==> src/rtl/core/gpt_pkg.sv <==
// shared types, constants and helpers for the g-code position tracker
`default_nettype none

package gpt_pkg;

  localparam int NUM_AXES    = 3;
  localparam int VAL_W       = 32;
  localparam int OUT_W       = 32;
  localparam int SPT_W       = 20;
  localparam int CODE_W      = 10;
  localparam int MAG_W       = 36;
  localparam int QUO_W       = 30;
  localparam int QUEUE_DEPTH = 4;

  // reciprocal of five, exact for every 32-bit dividend
  localparam logic [VAL_W-1:0] RECIP5       = 32'hCCCC_CCCD;
  localparam int               RECIP5_SHIFT = 34;

  localparam logic [CODE_W-1:0] G_RAPID  = 10'd0;
  localparam logic [CODE_W-1:0] G_LINEAR = 10'd1;
  localparam logic [CODE_W-1:0] G_INCH   = 10'd20;
  localparam logic [CODE_W-1:0] G_MM     = 10'd21;
  localparam logic [CODE_W-1:0] G_HOME   = 10'd28;
  localparam logic [CODE_W-1:0] G_ABS    = 10'd90;
  localparam logic [CODE_W-1:0] G_REL    = 10'd91;
  localparam logic [CODE_W-1:0] M_HOTEND = 10'd104;
  localparam logic [CODE_W-1:0] M_FAN    = 10'd106;
  localparam logic [CODE_W-1:0] M_BED    = 10'd140;

  typedef enum logic [2:0] {
    OP_NONE,
    OP_MOVE,
    OP_HOME,
    OP_HOTEND,
    OP_BED,
    OP_FAN
  } op_kind_t;

  typedef struct packed {
    logic             neg;
    logic [MAG_W-1:0] mag;
  } axis_dist_t;

  typedef struct packed {
    op_kind_t                    kind;
    logic                        rel;
    logic [NUM_AXES-1:0]         present;
    logic [SPT_W-1:0]            s_value;
    axis_dist_t [NUM_AXES-1:0]   travel;
  } cmd_t;

  typedef struct packed {
    logic full;
    logic empty;
  } q_status_t;

  // truncated 127 * r / 5 for a remainder r below five
  function automatic logic [6:0] rem_part(input logic [2:0] r);
    logic [6:0] v;
    case (r)
      3'd1:    v = 7'd25;
      3'd2:    v = 7'd50;
      3'd3:    v = 7'd76;
      3'd4:    v = 7'd101;
      default: v = 7'd0;
    endcase
    return v;
  endfunction

endpackage

`default_nettype wire

==> src/rtl/core/gpt_queue.sv <==
// command queue between front end and execution
`default_nettype none

module gpt_queue (
  input  logic               clk,
  input  logic               rst_n,
  input  logic               push,
  input  gpt_pkg::cmd_t      push_cmd,
  input  logic               pop,
  output gpt_pkg::cmd_t      pop_cmd,
  output gpt_pkg::q_status_t status
);

  localparam int DEPTH = gpt_pkg::QUEUE_DEPTH;
  localparam int PTR_W = $clog2(DEPTH);

  gpt_pkg::cmd_t    entries_r [DEPTH];
  logic [PTR_W-1:0] wr_ptr_r, rd_ptr_r;
  logic [PTR_W:0]   count_r, count_nxt;
  logic             do_push, do_pop;

  assign status.full  = (count_r == (PTR_W+1)'(DEPTH));
  assign status.empty = (count_r == '0);
  assign do_push      = push & ~status.full;
  assign do_pop       = pop & ~status.empty;
  assign pop_cmd      = entries_r[rd_ptr_r];

  always_comb begin
    count_nxt = count_r;
    case ({do_push, do_pop})
      2'b10:   count_nxt = count_r + 1'b1;
      2'b01:   count_nxt = count_r - 1'b1;
      default: count_nxt = count_r;
    endcase
  end

  always_ff @(posedge clk) begin
    if (!rst_n) begin
      wr_ptr_r <= '0;
      rd_ptr_r <= '0;
      count_r  <= '0;
    end else begin
      count_r <= count_nxt;
      if (do_push) wr_ptr_r <= (wr_ptr_r == PTR_W'(DEPTH-1)) ? '0 : wr_ptr_r + 1'b1;
      if (do_pop)  rd_ptr_r <= (rd_ptr_r == PTR_W'(DEPTH-1)) ? '0 : rd_ptr_r + 1'b1;
    end
  end

  always_ff @(posedge clk) begin
    if (do_push) entries_r[wr_ptr_r] <= push_cmd;
  end

endmodule

`default_nettype wire

==> config.mk <==
export PLATFORM = sky130hd
export DESIGN_NAME = gpt_queue
export DESIGN_NICKNAME = d
export VERILOG_FILES = /design/src/rtl/core/gpt_pkg.sv /design/src/rtl/core/gpt_queue.sv
export SDC_FILE = /design/constraint.sdc
export NUM_CORES = 1
export LEC_CHECK = 0
export ABC_AREA = 1
export CAP_MARGIN = 5
export CORE_MARGIN = 5
export CORE_UTILIZATION = 63
export DETAILED_ROUTE_END_ITERATION = 7
export DONT_BUFFER_PORTS = 1
export GPL_TIMING_DRIVEN = 0
export PLACE_DENSITY = 0.79
export SLEW_MARGIN = 20
export SYNTH_ARGS = -nofsm -noshare
export SYNTH_HDL_FRONTEND = slang
export SYNTH_SLANG_ARGS = --single-unit
==> constraint.sdc <==
create_clock -name clk -period 9.8 [get_ports clk]
set_input_delay 0 -clock clk [delete_from_list [all_inputs] [get_ports clk]]
set_output_delay 0 -clock clk [all_outputs]
set_load 0.02 [all_outputs]
Word level (Yosys, flattened, before mapping):

Memory sizes are Yosys's and may differ from the RTL's. A register that Yosys moved wholly into a read port is not among the register bits.
Index checks and enable logic that the tools add are counted.

* add/subtract/negate cells: 4
* eq/ne operators: 5
* multiplexer cells: 7
* bitwise gates (word level): 4
* reduce and logical (&&, ||, !) cells: 2

Operators by type and width (number)
* two-way mux 2 bit: 4
* == test 2 bit (second input constant): 3
* case mux 3 bit (2 select lines): 1
* adder 2 x 1 -> 2 bit (second input constant): 2
* adder 3 x 1 -> 3 bit (second input constant): 1
* == test 3 bit (second input constant): 1
* zero test 3 bit: 1
* subtractor 3 x 1 -> 3 bit (second input constant): 1
* AND 1 bit: 2
* == test 2 x 1 -> 1 bit (second input constant): 1
* two-way mux 1 bit: 2
* NOT 1 bit: 2
* nonzero test 2 bit: 1

* register bits after elaboration: 7
* memory bits (writable): 552
* input port bits: 142
* output and inout bits: 140
* word-level logic and storage cells: 26
* memories: 1

Memories
* entries_r: words 4, bits a word 138, read ports 1, clocked after memory_dff 1, wr ports 1, line gpt_queue.sv:17 `gpt_pkg::cmd_t entries_r [DEPTH];`

Longest topological paths before layout:

Gate-level depths: netlist (run 1).

* depth in word-level cells: 5
* mapped depth: 13
* mapped depth without buffers: 13

Worst setup path after synthesis (run 1):

No wires, ideal clock.

* path type: flip-flop to flip-flop
* from: register count_r[1]
* to: memory entries_r[0][0] (netlist name) (enable)
* setup time: 0.638 ns
* data arrival time: 6.368 ns
* setup slack: 2.794 ns
* cell stages (with the launch flop): 5
* buffers on the path: 0
* path through: dfxtp_1 nor2_1 nand2_1 nand2_1 nor2_1

* longest elaborated chain between the ends: 5

Ends and longest elaborated chain
* start, declared: line gpt_queue.sv:19 `logic [PTR_W:0] count_r, count_nxt;`
* start signal, assigned: line gpt_queue.sv:43 `count_r <= count_nxt;`
* == test 3 bit: line gpt_queue.sv:22 `assign status.full = (count_r == (PTR_W+1)'(DEPTH));`
* NOT 1 bit: line gpt_queue.sv:24 `assign do_push = push & ~status.full;`
* AND 1 bit: line gpt_queue.sv:24
* two-way mux 1 bit: line gpt_queue.sv:50 `if (do_push) entries_r[wr_ptr_r] <= push_cmd;`
* two-way mux 1 bit (implied by the code): line gpt_queue.sv:50
* end, declared: line gpt_queue.sv:17

Every way passes these cells.

==> results.py, run 1 <==
metrics = {
    "status": {
        "status": "finished clean",
    },
    "power_and_ir_drop": {
        "p_per_area_mw_per_mm2": 274,
        "p_seq_share_pct": 42.8,
        "finalPower_uw": 6870,
        "p_sw_share_pct": 35.8,
        "power_frac_comb_pct": 29.8,
        "power.switching_uw": 2460,
        "p_clk_share_pct": 27.4,
        "ir_drop_mv": 0.204,
        "p_leak_uw": 0.00836,
        "intPower_uw": 4410,
    },
    "logic_synthesis": {
        "synth.avg_cell_area_sq_um": 14.8,
        "ys.flop_type": "edfxtp_1",
        "ys_ff_latch": 561,
        "netlist.area_leader.share_pct": 79.5,
        "ys_top_cells_by_count": "edfxtp_1 (552), nor2_1 (289), o21ai_0 (174), o22ai_1 (138), o21ai_1 (104)",
        "synth_cell_types": 20,
        "synth.most_common_cell": "edfxtp_1",
        "synth_area_leaders": "edfxtp_1 (79%), nor2_1 (5.2%), o21ai_0 (4.2%)",
        "synth_cells": 1405,
        "synth_warnings": 0,
        "synth_edf_count": 552,
        "syn_nets": 1554,
        "ys_seq_area_share_pct": 80.3,
        "yosys.area.top_type": "edfxtp_1",
        "syn_area_sq_mm": 0.0209,
        "async_flop_share_pct": 0,
    },
    "floorplan": {
        "die_w_microns": 192,
        "rows": 66,
        "die_h_microns": 192,
        "io_pins": 282,
        "start_util_pct": 64.0,
        "dieArea_sq_mm": 0.0369,
        "coreArea_sq_mm": 0.0326,
    },
    "global_routing": {
        "grt_max_degree": 25,
        "grt_overflow_total": 0,
        "grt_pass1_vias": 13600,
        "gr-usage-all-layers_pct": 29.2,
        "grt_pass1_wl_microns": 81100,
        "antenna_found_initial": 4,
    },
    "finish": {
        "syn_to_final_growth_pct": 20.1,
        "stdcell_area_sq_mm": 0.0251,
        "fin_util_pct": 76.8,
        "drive_gt1_share_pct": 8.97,
        "nNetsFinal": 1776,
    },
    "setup_path": {
        "cp.arrival_ns": 2.71,
        "critPathKind": "reg2out",
        "path_buf_inv": 2,
        "crit_path_max_incr_delay_ns": 0.66,
        "crit_required_ns": 9.80,
        "slowest_stage": "o22ai_1",
        "cp-end-kind": "output pin",
        "cp.depth": 4,
        "critical_path_peak_fanout": 10,
        "crit_chain": "buf_6 -> clkbuf_1 -> o21ai_0 -> o22ai_1",
        "crit_family": "compound AO/OA/AOI/OAI gates",
        "r2r_cells": 8,
        "start_kind": "flip-flop",
    },
    "timing": {
        "hold_viol": 0,
        "final.setup.worst_slack_ns": 7.09,
        "worstMarginPinSlew_ns": 0.823,
        "rsz0062_at_grt": "no",
        "slew_violations": 0,
        "period_needed_ns": 2.71,
        "setup-violations-final": 0,
        "clock.fmax_ghz": 0.369,
        "fin_skew_ns": 0.0253,
        "fin_crit_sh_pct": 27.7,
        "slew-limit-headroom_pct": 45.9,
    },
    "clock_network": {
        "cts_setup_buffers": 0,
        "cts_tree": "done",
        "cts_sinks": 561,
        "path_clk_slew_ns": 0.06,
        "cts-buffers-inserted": 52,
        "clockBufferDepth": 3,
        "cts-root-buf": "clkbuf_16",
        "htreeDepth": 2,
        "insertion_delay_ns": 0.59,
    },
    "placed_design": {
        "dp_hpwl_microns": 31400,
        "dp_slack_ns": 7.26,
        "dpl_cell_area_sq_mm": 0.0221,
        "gp_routability_congestion": 0.754,
        "io_buffers": 0,
    },
    "detailed_routing": {
        "wire_per_inst_microns": 25.9,
        "ant_nets": 0,
        "remaining_drc_errors": 0,
        "viasPerCell": 6.38,
        "vias": 13400,
        "dr.pass1.iters": 6,
        "wl_microns": 54600,
        "drtIter0Drc": 1286,
    },
    "run": {
        "cap_violations": 0,
    },
    "worst_hold_path": {
        "hold_depth": 1,
        "hold_path_class": "in2reg",
    },
}
==> sequential cells by signal, indices dropped and copies added (netlist names), named ones only <==
name and cells:
rd_ptr_r 2, entries_r 552, wr_ptr_r 2, count_r 3
==> cells by family (layout without fill, tap and decap cells) <==
| family | count (synthesis) | in the layout | synth area share [%] |
|---|---|---|---|
| and+or+nand+nor | 308 | 308 | 5.58 |
| adders and majority gates | 7 | 7 | 0.456 |
| other | 0 | 3 | 0 |
| buffers and inverters | 109 | 366 | 2.74 |
| AOI/OAI and AO/OA | 420 | 420 | 10.9 |
| DFF | 561 | 561 | 80.3 |
==> layer usage <==
layer / wire (microns) / vias up / share of wire (%) / GRT usage, %
met5: 13 / - / 0.024 / 0
met4: 1720 / 2 / 3.1 / 8.94
met3: 6200 / 134 / 11 / 8.27
met2: 27500 / 902 / 50 / 50.3
met1: 19200 / 6634 / 35 / 36.6
li1: - / 5765 / - / -
==> worst paths after layout <==
path | slack [ns] | endpoint | startpoint
worst max-delay path | 7.09 | pop_cmd[53] | flip-flop
worst min-delay path | 0.12 | entries_r[2][63] | push_cmd[63]
worst max register to register | 7.20 | entries_r[2][68] | count_r[1]
worst min register to register | 0.56 | count_r[2] | count_r[2]
==> stage by stage <==
| stage | hold slack, ns | std cells | TNS, ns |
|---|---|---|---|
| CTS | 0.0950 | 2104 | 0 |
| global placement | 0.0990 | 1847 | -815.18 |
| detailed placement | 0.0990 | 1874 | 0 |
| global route | 0.120 | 2106 | 0 |
| finish | 0.124 | 2107 | 0 |
| floorplan | 0.0989 | 1405 | 0 |
==> power groups by stage <==
stage	clock network, uW	logic, uW	registers [uW]
floorplan	0	1330	3010
global placement	0	1790	3060
detailed placement	0	1920	2980
CTS	1870	2000	2930
global route	2010	2170	2950
finish	1880	2050	2940
==> cell type report <==
class,count,area [sq um]
flip-flops and latches,561,16800
fillers,1710,7550
multi-input cells,735,3560
repair buffers,168,2060
clock buffers,66,1380
well taps,442,553
plain buffers,90,498
clock inverters,23,170
inverters,19,73.8
diodes,3,7.51
==> cells in the final DEF, fill, tap and decap left out <==
cell,instances
nor2_4,4
ha_1,6
diode_2,3
buf_4,2
clkinv_1,10
o22ai_1,138
clkinvlp_4,1
inv_6,1
buf_16,14
nand3_1,2
dfxtp_1,9
dlygate4sd3_1,141
buf_6,15
o21ai_1,104
buf_2,30
clkbuf_2,2
o21ai_0,174
clkinv_8,1
clkinv_2,8
nand4_1,1
bufinv_16,2
a21oi_1,4
nand2_1,15
buf_12,13
nor2_1,285
inv_4,1
fa_1,1
clkbuf_1,52
clkbuf_16,52
edfxtp_1,552
clkbuf_8,3
inv_1,18
nand3b_1,1
==> timing repair <==
action	in CTS	in global routing
hold buffers	141	0
gates resized for setup	0	0
endpoints found under the hold margin	561	0
(Power assumes the default switching activity.)
==> inputs of run 2 (changes only) <==
--- a/config.mk
+++ b/config.mk
@@ -5,14 +5,14 @@
 export SDC_FILE = /design/constraint.sdc
 export NUM_CORES = 1
 export LEC_CHECK = 0
-export ABC_AREA = 1
+export ABC_AREA = 0
 export CAP_MARGIN = 5
 export CORE_MARGIN = 5
-export CORE_UTILIZATION = 63
+export CORE_UTILIZATION = 57
 export DETAILED_ROUTE_END_ITERATION = 7
 export DONT_BUFFER_PORTS = 1
 export GPL_TIMING_DRIVEN = 0
-export PLACE_DENSITY = 0.79
+export PLACE_DENSITY = 0.75
 export SLEW_MARGIN = 20
 export SYNTH_ARGS = -nofsm -noshare
 export SYNTH_HDL_FRONTEND = slang
==> constraint.sdc (replaced) <==
create_clock -name clk -period 2.45 [get_ports clk]
set_input_delay 0 -clock clk [delete_from_list [all_inputs] [get_ports clk]]
set_output_delay 0 -clock clk [all_outputs]
set_load 0.02 [all_outputs]
==> run 2 against run 1 <==
  * Combinational power rose to 3.0 times the previous value
  * Power rose to 3.8 times the previous value
  * First-iteration DRC count is 62% lower
  * Cell count is 29% lower
==> results.py, run 2 <==
metrics = {
    "status": {
        "status": "finished clean",
    },
    "global_routing": {
        "antenna_found_initial": 8,
        "grt_pass1_wl_microns": 58600,
        "grt_pass1_vias": 9553,
        "grt_max_degree": 45,
        "grt_overflow_total": 0,
        "gr-usage-all-layers_pct": 19.8,
    },
    "detailed_routing": {
        "viasPerCell": 5.93,
        "vias": 8881,
        "drtIter0Drc": 485,
        "remaining_drc_errors": 0,
        "wl_microns": 40000,
        "ant_nets": 0,
        "dr.pass1.iters": 5,
        "wire_per_inst_microns": 26.7,
    },
    "setup_path": {
        "crit_chain": "nor3b_4 -> nor2b_4 -> inv_1 -> ha_1 -> inv_1 -> fa_1 -> xor2_1 -> or3_1 -> a21boi_1",
        "start_kind": "flip-flop",
        "critPathKind": "reg2reg",
        "cp-end-kind": "flip-flop",
        "cpMostUsedCell": "inv_1",
        "slowest_stage": "nor3b_4",
        "crit_path_max_incr_delay_ns": 0.39,
        "critical_path_peak_fanout": 5,
        "r2r_cells": 9,
        "crit_required_ns": 2.95,
        "cp.arrival_ns": 2.78,
    },
    "floorplan": {
        "dieArea_sq_mm": 0.0399,
        "coreArea_sq_mm": 0.0356,
        "start_util_pct": 57.7,
        "die_h_microns": 200,
        "io_pins": 282,
        "die_w_microns": 200,
        "rows": 69,
    },
    "timing": {
        "fin_crit_sh_pct": 93.0,
        "worstMarginPinSlew_ns": 0.642,
        "fin_skew_ns": 0.0108,
        "rsz0062_at_grt": "no",
        "setup-violations-final": 0,
        "slew-limit-headroom_pct": 56.9,
        "period_needed_ns": 2.28,
        "hold_viol": 0,
        "slew_violations": 0,
        "clock.fmax_ghz": 0.439,
    },
    "finish": {
        "top_regs": "entries_r x552, count_r x3",
        "largest_reg_flops": 552,
        "layout_common_cells": "edfxtp_1 (552), dlygate4sd3_1 (142), mux4_2 (138), clkbuf_16 (55), buf_12 (19)",
        "nNetsFinal": 1135,
        "syn_to_final_growth_pct": 19.7,
        "top_register": "entries_r",
        "drive_gt1_share_pct": 25.8,
        "stdcell_area_sq_mm": 0.0245,
        "layout_commonest_cell": "edfxtp_1",
    },
    "logic_synthesis": {
        "synth_area_leaders": "edfxtp_1 (81%), mux4_2 (15%), buf_12 (1.1%)",
        "synth.most_common_cell": "edfxtp_1",
        "netlist.area_leader.share_pct": 80.8,
        "syn_nets": 926,
        "syn_area_sq_mm": 0.0205,
        "synth_warnings": 0,
        "synth_edf_count": 552,
        "ys.flop_type": "edfxtp_1",
        "synth_cell_types": 25,
        "synth_cells": 777,
        "ys_top_cells_by_count": "edfxtp_1 (552), mux4_2 (138), buf_2 (13), buf_12 (11), dfxtp_1 (9)",
        "synth.avg_cell_area_sq_um": 26.4,
        "ys_ff_latch": 561,
        "yosys.area.top_type": "edfxtp_1",
        "async_flop_share_pct": 0,
        "ys_seq_area_share_pct": 81.7,
    },
    "power_and_ir_drop": {
        "power.switching_uw": 7260,
        "p_leak_uw": 0.00776,
        "p_per_area_mw_per_mm2": 1060,
        "power_frac_comb_pct": 23.4,
        "p_seq_share_pct": 45.7,
        "p_sw_share_pct": 28.0,
        "p_clk_share_pct": 30.9,
        "ir_drop_mv": 0.943,
        "intPower_uw": 18600,
        "finalPower_uw": 25900,
    },
    "clock_network": {
        "htreeDepth": 2,
        "cts_sinks": 561,
        "cts_tree": "done",
        "path_clk_slew_ns": 0.06,
        "insertion_delay_ns": 0.59,
        "cts-root-buf": "clkbuf_16",
        "cts-buffers-inserted": 53,
        "clockBufferDepth": 3,
    },
    "placed_design": {
        "dpl_cell_area_sq_mm": 0.0214,
        "gp_routability_congestion": 0.774,
        "dp_hpwl_microns": 24900,
        "io_buffers": 0,
    },
    "worst_hold_path": {
        "hold_depth": 1,
        "hold_path_class": "in2reg",
    },
    "run": {
        "cap_violations": 0,
    },
}
run 2: cell types whose count changed after synthesis, sizes merged, moves of 18 or more:
cell / delta
o22ai: -138
mux4: +138
buf: -18
o21ai: -274
clkbuf: -39
nor2: -287
run 2: path summary, 6_finish.rpt:
check | slack [ns] | to | start
max reg2reg | 0.17 | count_r[2] | count_r[2]
min reg2reg | 0.53 | wr_ptr_r[1] | wr_ptr_r[1]
min | 0.12 | entries_r[0][79] | push_cmd[79]
max | 0.17 | count_r[2] | count_r[2]
run 2: routing by layer:
metal  vias up  part of all wire (%)  GRT usage (%)  wire [microns]
li1       3784                     -              -               -
met1      4681                    37           25.4           14800
met2       352                    51           33.0           20400
met3        62                    10           7.45            4050
met4         2                   1.8           4.45             727
met5         -                 0.028              0              11
run 2: kinds of logic after synthesis:
logic type	after synthesis	share of synthesized area, %
XOR/XNOR	2	0.0854
AND/OR/NAND/NOR	21	0.518
multiplexers	140	15.2
buffers and inverters	40	1.85
flip-flops	561	81.7
adder cells (fa/ha/maj)	7	0.463
AO/OA/AOI/OAI	6	0.171
run 2: metrics by stage:
step	TNS [ns]	util [%]	worst slack (ns)	cells	hold WS, ns
finish	0	69.0	0.171	1497	0.123
global route	0	69.0	0.0462	1495	0.0919
CTS	0	68.9	0.0527	1489	0.0765
detailed placement	-0.192	60.1	-0.192	1250	0.0990
global placement	-900.32	59.3	-1.65	1238	0.0991
floorplan	-324.79	-	-0.588	777	0.0989
run 2: timing repair:
| action | 4_1_cts | 5_1_grt |
|---|---|---|
| resized for setup | 4 | 3 |
| buffers inserted | 0 | 1 |
| pin swaps | 0 | 1 |
| endpoints found under the hold margin | 561 | 0 |
| setup endpoints to repair | 211 | 9 |
| hold buffers | 142 | 0 |
run 2: power by group through the flow:
stage / Clock, uW / Sequential, uW / Combinational, uW
final: 7990 / 11800 / 6070
after global routing: 8600 / 11900 / 6430
after CTS: 8140 / 11800 / 6170
after detailed placement: 0 / 12000 / 5840
after global placement: 0 / 12100 / 5600
after floorplan: 0 / 12000 / 4670
run 2: cell type report:
type / instances / area [sq um]
antenna: 7 / 17.5
tap: 461 / 577
timing repair buffer: 155 / 1700
buffer: 32 / 350
clock inverter: 31 / 289
multi-input combinational: 176 / 3410
clock buffer: 67 / 1420
inverter: 7 / 26.3
fill: 2053 / 11000
sequential: 561 / 16800
run 2: worst max-delay path: cells and delay by family, from the launching register on:
kind / cells / cell delay, ns
simple gates: 3 / 0.79
fa+ha+maj: 2 / 0.56
flops: 1 / 0.38
xor+xnor: 1 / 0.17
compound gates: 1 / 0.17
buf+inv: 2 / 0.13
==> inputs of run 3 (changes only) <==
--- a/config.mk
+++ b/config.mk
@@ -9,6 +9,7 @@
 export CAP_MARGIN = 5
 export CORE_MARGIN = 5
 export CORE_UTILIZATION = 57
+export CTS_BUF_LIST = sky130_fd_sc_hd__clkbuf_16
 export DETAILED_ROUTE_END_ITERATION = 7
 export DONT_BUFFER_PORTS = 1
 export GPL_TIMING_DRIVEN = 0
==> run 3 against run 2 <==
  * Global-route usage stayed put
  * Sequential power hardly changed
  * Clock-buffer cell count is 12 lower
  * Sequential share of layout area hardly changed
  * Fmax stayed put
  * Power is 0.18% lower
  * Setup slack hardly changed
  * Register-to-register slack hardly changed
  * Via count is 0.19% lower
  * Critical path type unchanged
==> results.py, run 3 (synthesis gave the netlist of run 2 again) <==
metrics = {
    "timing": {
        "hold_viol": 0,
        "rsz0062_at_grt": "no",
        "final.setup.worst_slack_ns": 0.171,
        "slew-limit-headroom_pct": 56.9,
        "setup-violations-final": 0,
        "clock.fmax_ghz": 0.439,
        "hold_slack_ns": 0.124,
        "fin_skew_ns": 0.0125,
        "worstMarginPinSlew_ns": 0.642,
        "fin_crit_sh_pct": 93.0,
        "period_needed_ns": 2.28,
        "slew_violations": 0,
    },
    "clock_network": {
        "cts-root-buf": "clkbuf_16",
        "htreeDepth": 2,
        "cts_tree": "done",
        "insertion_delay_ns": 0.59,
        "cts_sinks": 561,
        "path_clk_slew_ns": 0.06,
        "clockBufferDepth": 3,
        "cts-buffers-inserted": 53,
    },
    "finish": {
        "nNetsFinal": 1135,
        "layout_commonest_cell": "edfxtp_1",
        "syn_to_final_growth_pct": 19.6,
        "drive_gt1_share_pct": 25.8,
        "largest_reg_flops": 552,
        "layout_common_cells": "edfxtp_1 (552), dlygate4sd3_1 (142), mux4_2 (138), clkbuf_16 (55)",
        "top_register": "entries_r",
        "top_regs": "entries_r x552, count_r x3",
    },
    "detailed_routing": {
        "wl_microns": 39900,
        "dr.pass1.iters": 5,
        "remaining_drc_errors": 0,
        "drtIter0Drc": 484,
        "viasPerCell": 5.93,
        "ant_nets": 0,
        "wire_per_inst_microns": 26.7,
        "vias": 8864,
    },
    "global_routing": {
        "grt_max_degree": 45,
        "grt_pass1_wl_microns": 58600,
        "grt_pass1_vias": 9553,
        "antenna_found_initial": 8,
        "grt_overflow_total": 0,
        "gr-usage-all-layers_pct": 19.8,
    },
    "floorplan": {
        "coreArea_sq_mm": 0.0356,
        "die_h_microns": 200,
        "io_pins": 282,
        "dieArea_sq_mm": 0.0399,
        "die_w_microns": 200,
        "start_util_pct": 57.7,
        "rows": 69,
    },
    "worst_hold_path": {
        "min_from": "push_cmd[66]",
        "min_to": "entries_r[2][66]",
        "hold_depth": 1,
        "hold_path_class": "in2reg",
    },
    "placed_design": {
        "dp_slack_ns": -0.192,
        "gp_routability_congestion": 0.774,
        "dp_hpwl_microns": 24900,
        "io_buffers": 0,
    },
    "power_and_ir_drop": {
        "p_sw_share_pct": 28.1,
        "p_seq_share_pct": 45.8,
        "p_clk_share_pct": 30.7,
        "power.switching_uw": 7260,
        "power_frac_comb_pct": 23.5,
        "p_per_area_mw_per_mm2": 1050,
        "intPower_uw": 18600,
        "ir_drop_mv": 0.935,
        "p_leak_uw": 0.00781,
    },
    "setup_path": {
        "start_kind": "flip-flop",
        "crit_required_ns": 2.95,
        "critical_path_peak_fanout": 5,
        "cp-end-kind": "flip-flop",
        "rrSetupSlack_ns": 0.17,
        "cp.arrival_ns": 2.78,
        "worst_r2r_endpoint": "count_r[2]",
        "r2r-start": "count_r[2]",
        "r2r_cells": 9,
        "critPathKind": "reg2reg",
    },
    "run": {
        "cap_violations": 0,
    },
    "status": {
        "status": "finished clean",
    },
}
[run 3: metrics by stage]
step                      setup TNS, ns  util [%]  total power [uW]  area [sq um]  cells
after global routing                  0      69.0             26900         24500   1495
after floorplan                 -324.79         -             16700         20500    777
after detailed placement         -0.192      60.1             17900         21400   1250
final                                 0      69.0             25900         24500   1495
after CTS                             0      68.9             26100         24500   1489
after global placement          -900.32      59.3             17700         21100   1238
[run 3: power by group through the flow]
stage / clock network (uW) / registers [uW] / logic (uW)
2_1_floorplan: 0 / 12000 / 4670
3_3_place_gp: 0 / 12100 / 5600
3_5_place_dp: 0 / 12000 / 5840
4_1_cts: 8090 / 11800 / 6170
5_1_grt: 8550 / 11900 / 6430
6_report: 7940 / 11800 / 6070
[run 3: what timing repair did]
| item | CTS | global route |
|---|---|---|
| endpoints found under the setup margin | 211 | 9 |
| gates resized for setup | 4 | 3 |
| hold endpoints to repair | 561 | 0 |
| pin swaps | 0 | 1 |
| buffers inserted | 0 | 1 |
| hold buffers | 142 | 0 |
[run 3: worst max-delay path by stage]
stage,from,end,slack (ns),cells past startpoint
2_1_floorplan,count_r[2],entries_r[0][0],-0.59,4
3_3_place_gp,count_r[2],entries_r[1][63],-1.65,4
3_5_place_dp,count_r[2],count_r[2],-0.19,10
4_1_cts,count_r[2],count_r[2],0.05,9
5_1_grt,count_r[2],count_r[2],0.05,9
6_report,count_r[2],count_r[2],0.17,9
[run 3: cell type report]
cell class	count	area (sq um)
clock inverter	43	334
antenna	5	12.5
clock buffer	55	1380
multi-input combinational	176	3410
buffer	32	350
timing repair buffer	155	1700
fill	2054	11000
sequential	561	16800
inverter	7	26.3
tap	461	577
[run 3: routing by layer]
layer	global-route usage [%]	part of all wire (%)	vias to the layer above
met5	0	0.048	-
met4	4.45	1.8	4
met3	7.45	10	63
met2	33.0	51	366
met1	25.4	37	4653
li1	-	-	3778
[run 3: worst max-delay path, stage by stage, from the launching register on]
cell and delay (ns):
dfxtp_2 0.38, nor3b_4 0.39, nor2b_4 0.08, inv_1 0.07
ha_1 0.19, inv_1 0.06, fa_1 0.37, xor2_1 0.17
or3_1 0.32, a21boi_1 0.17
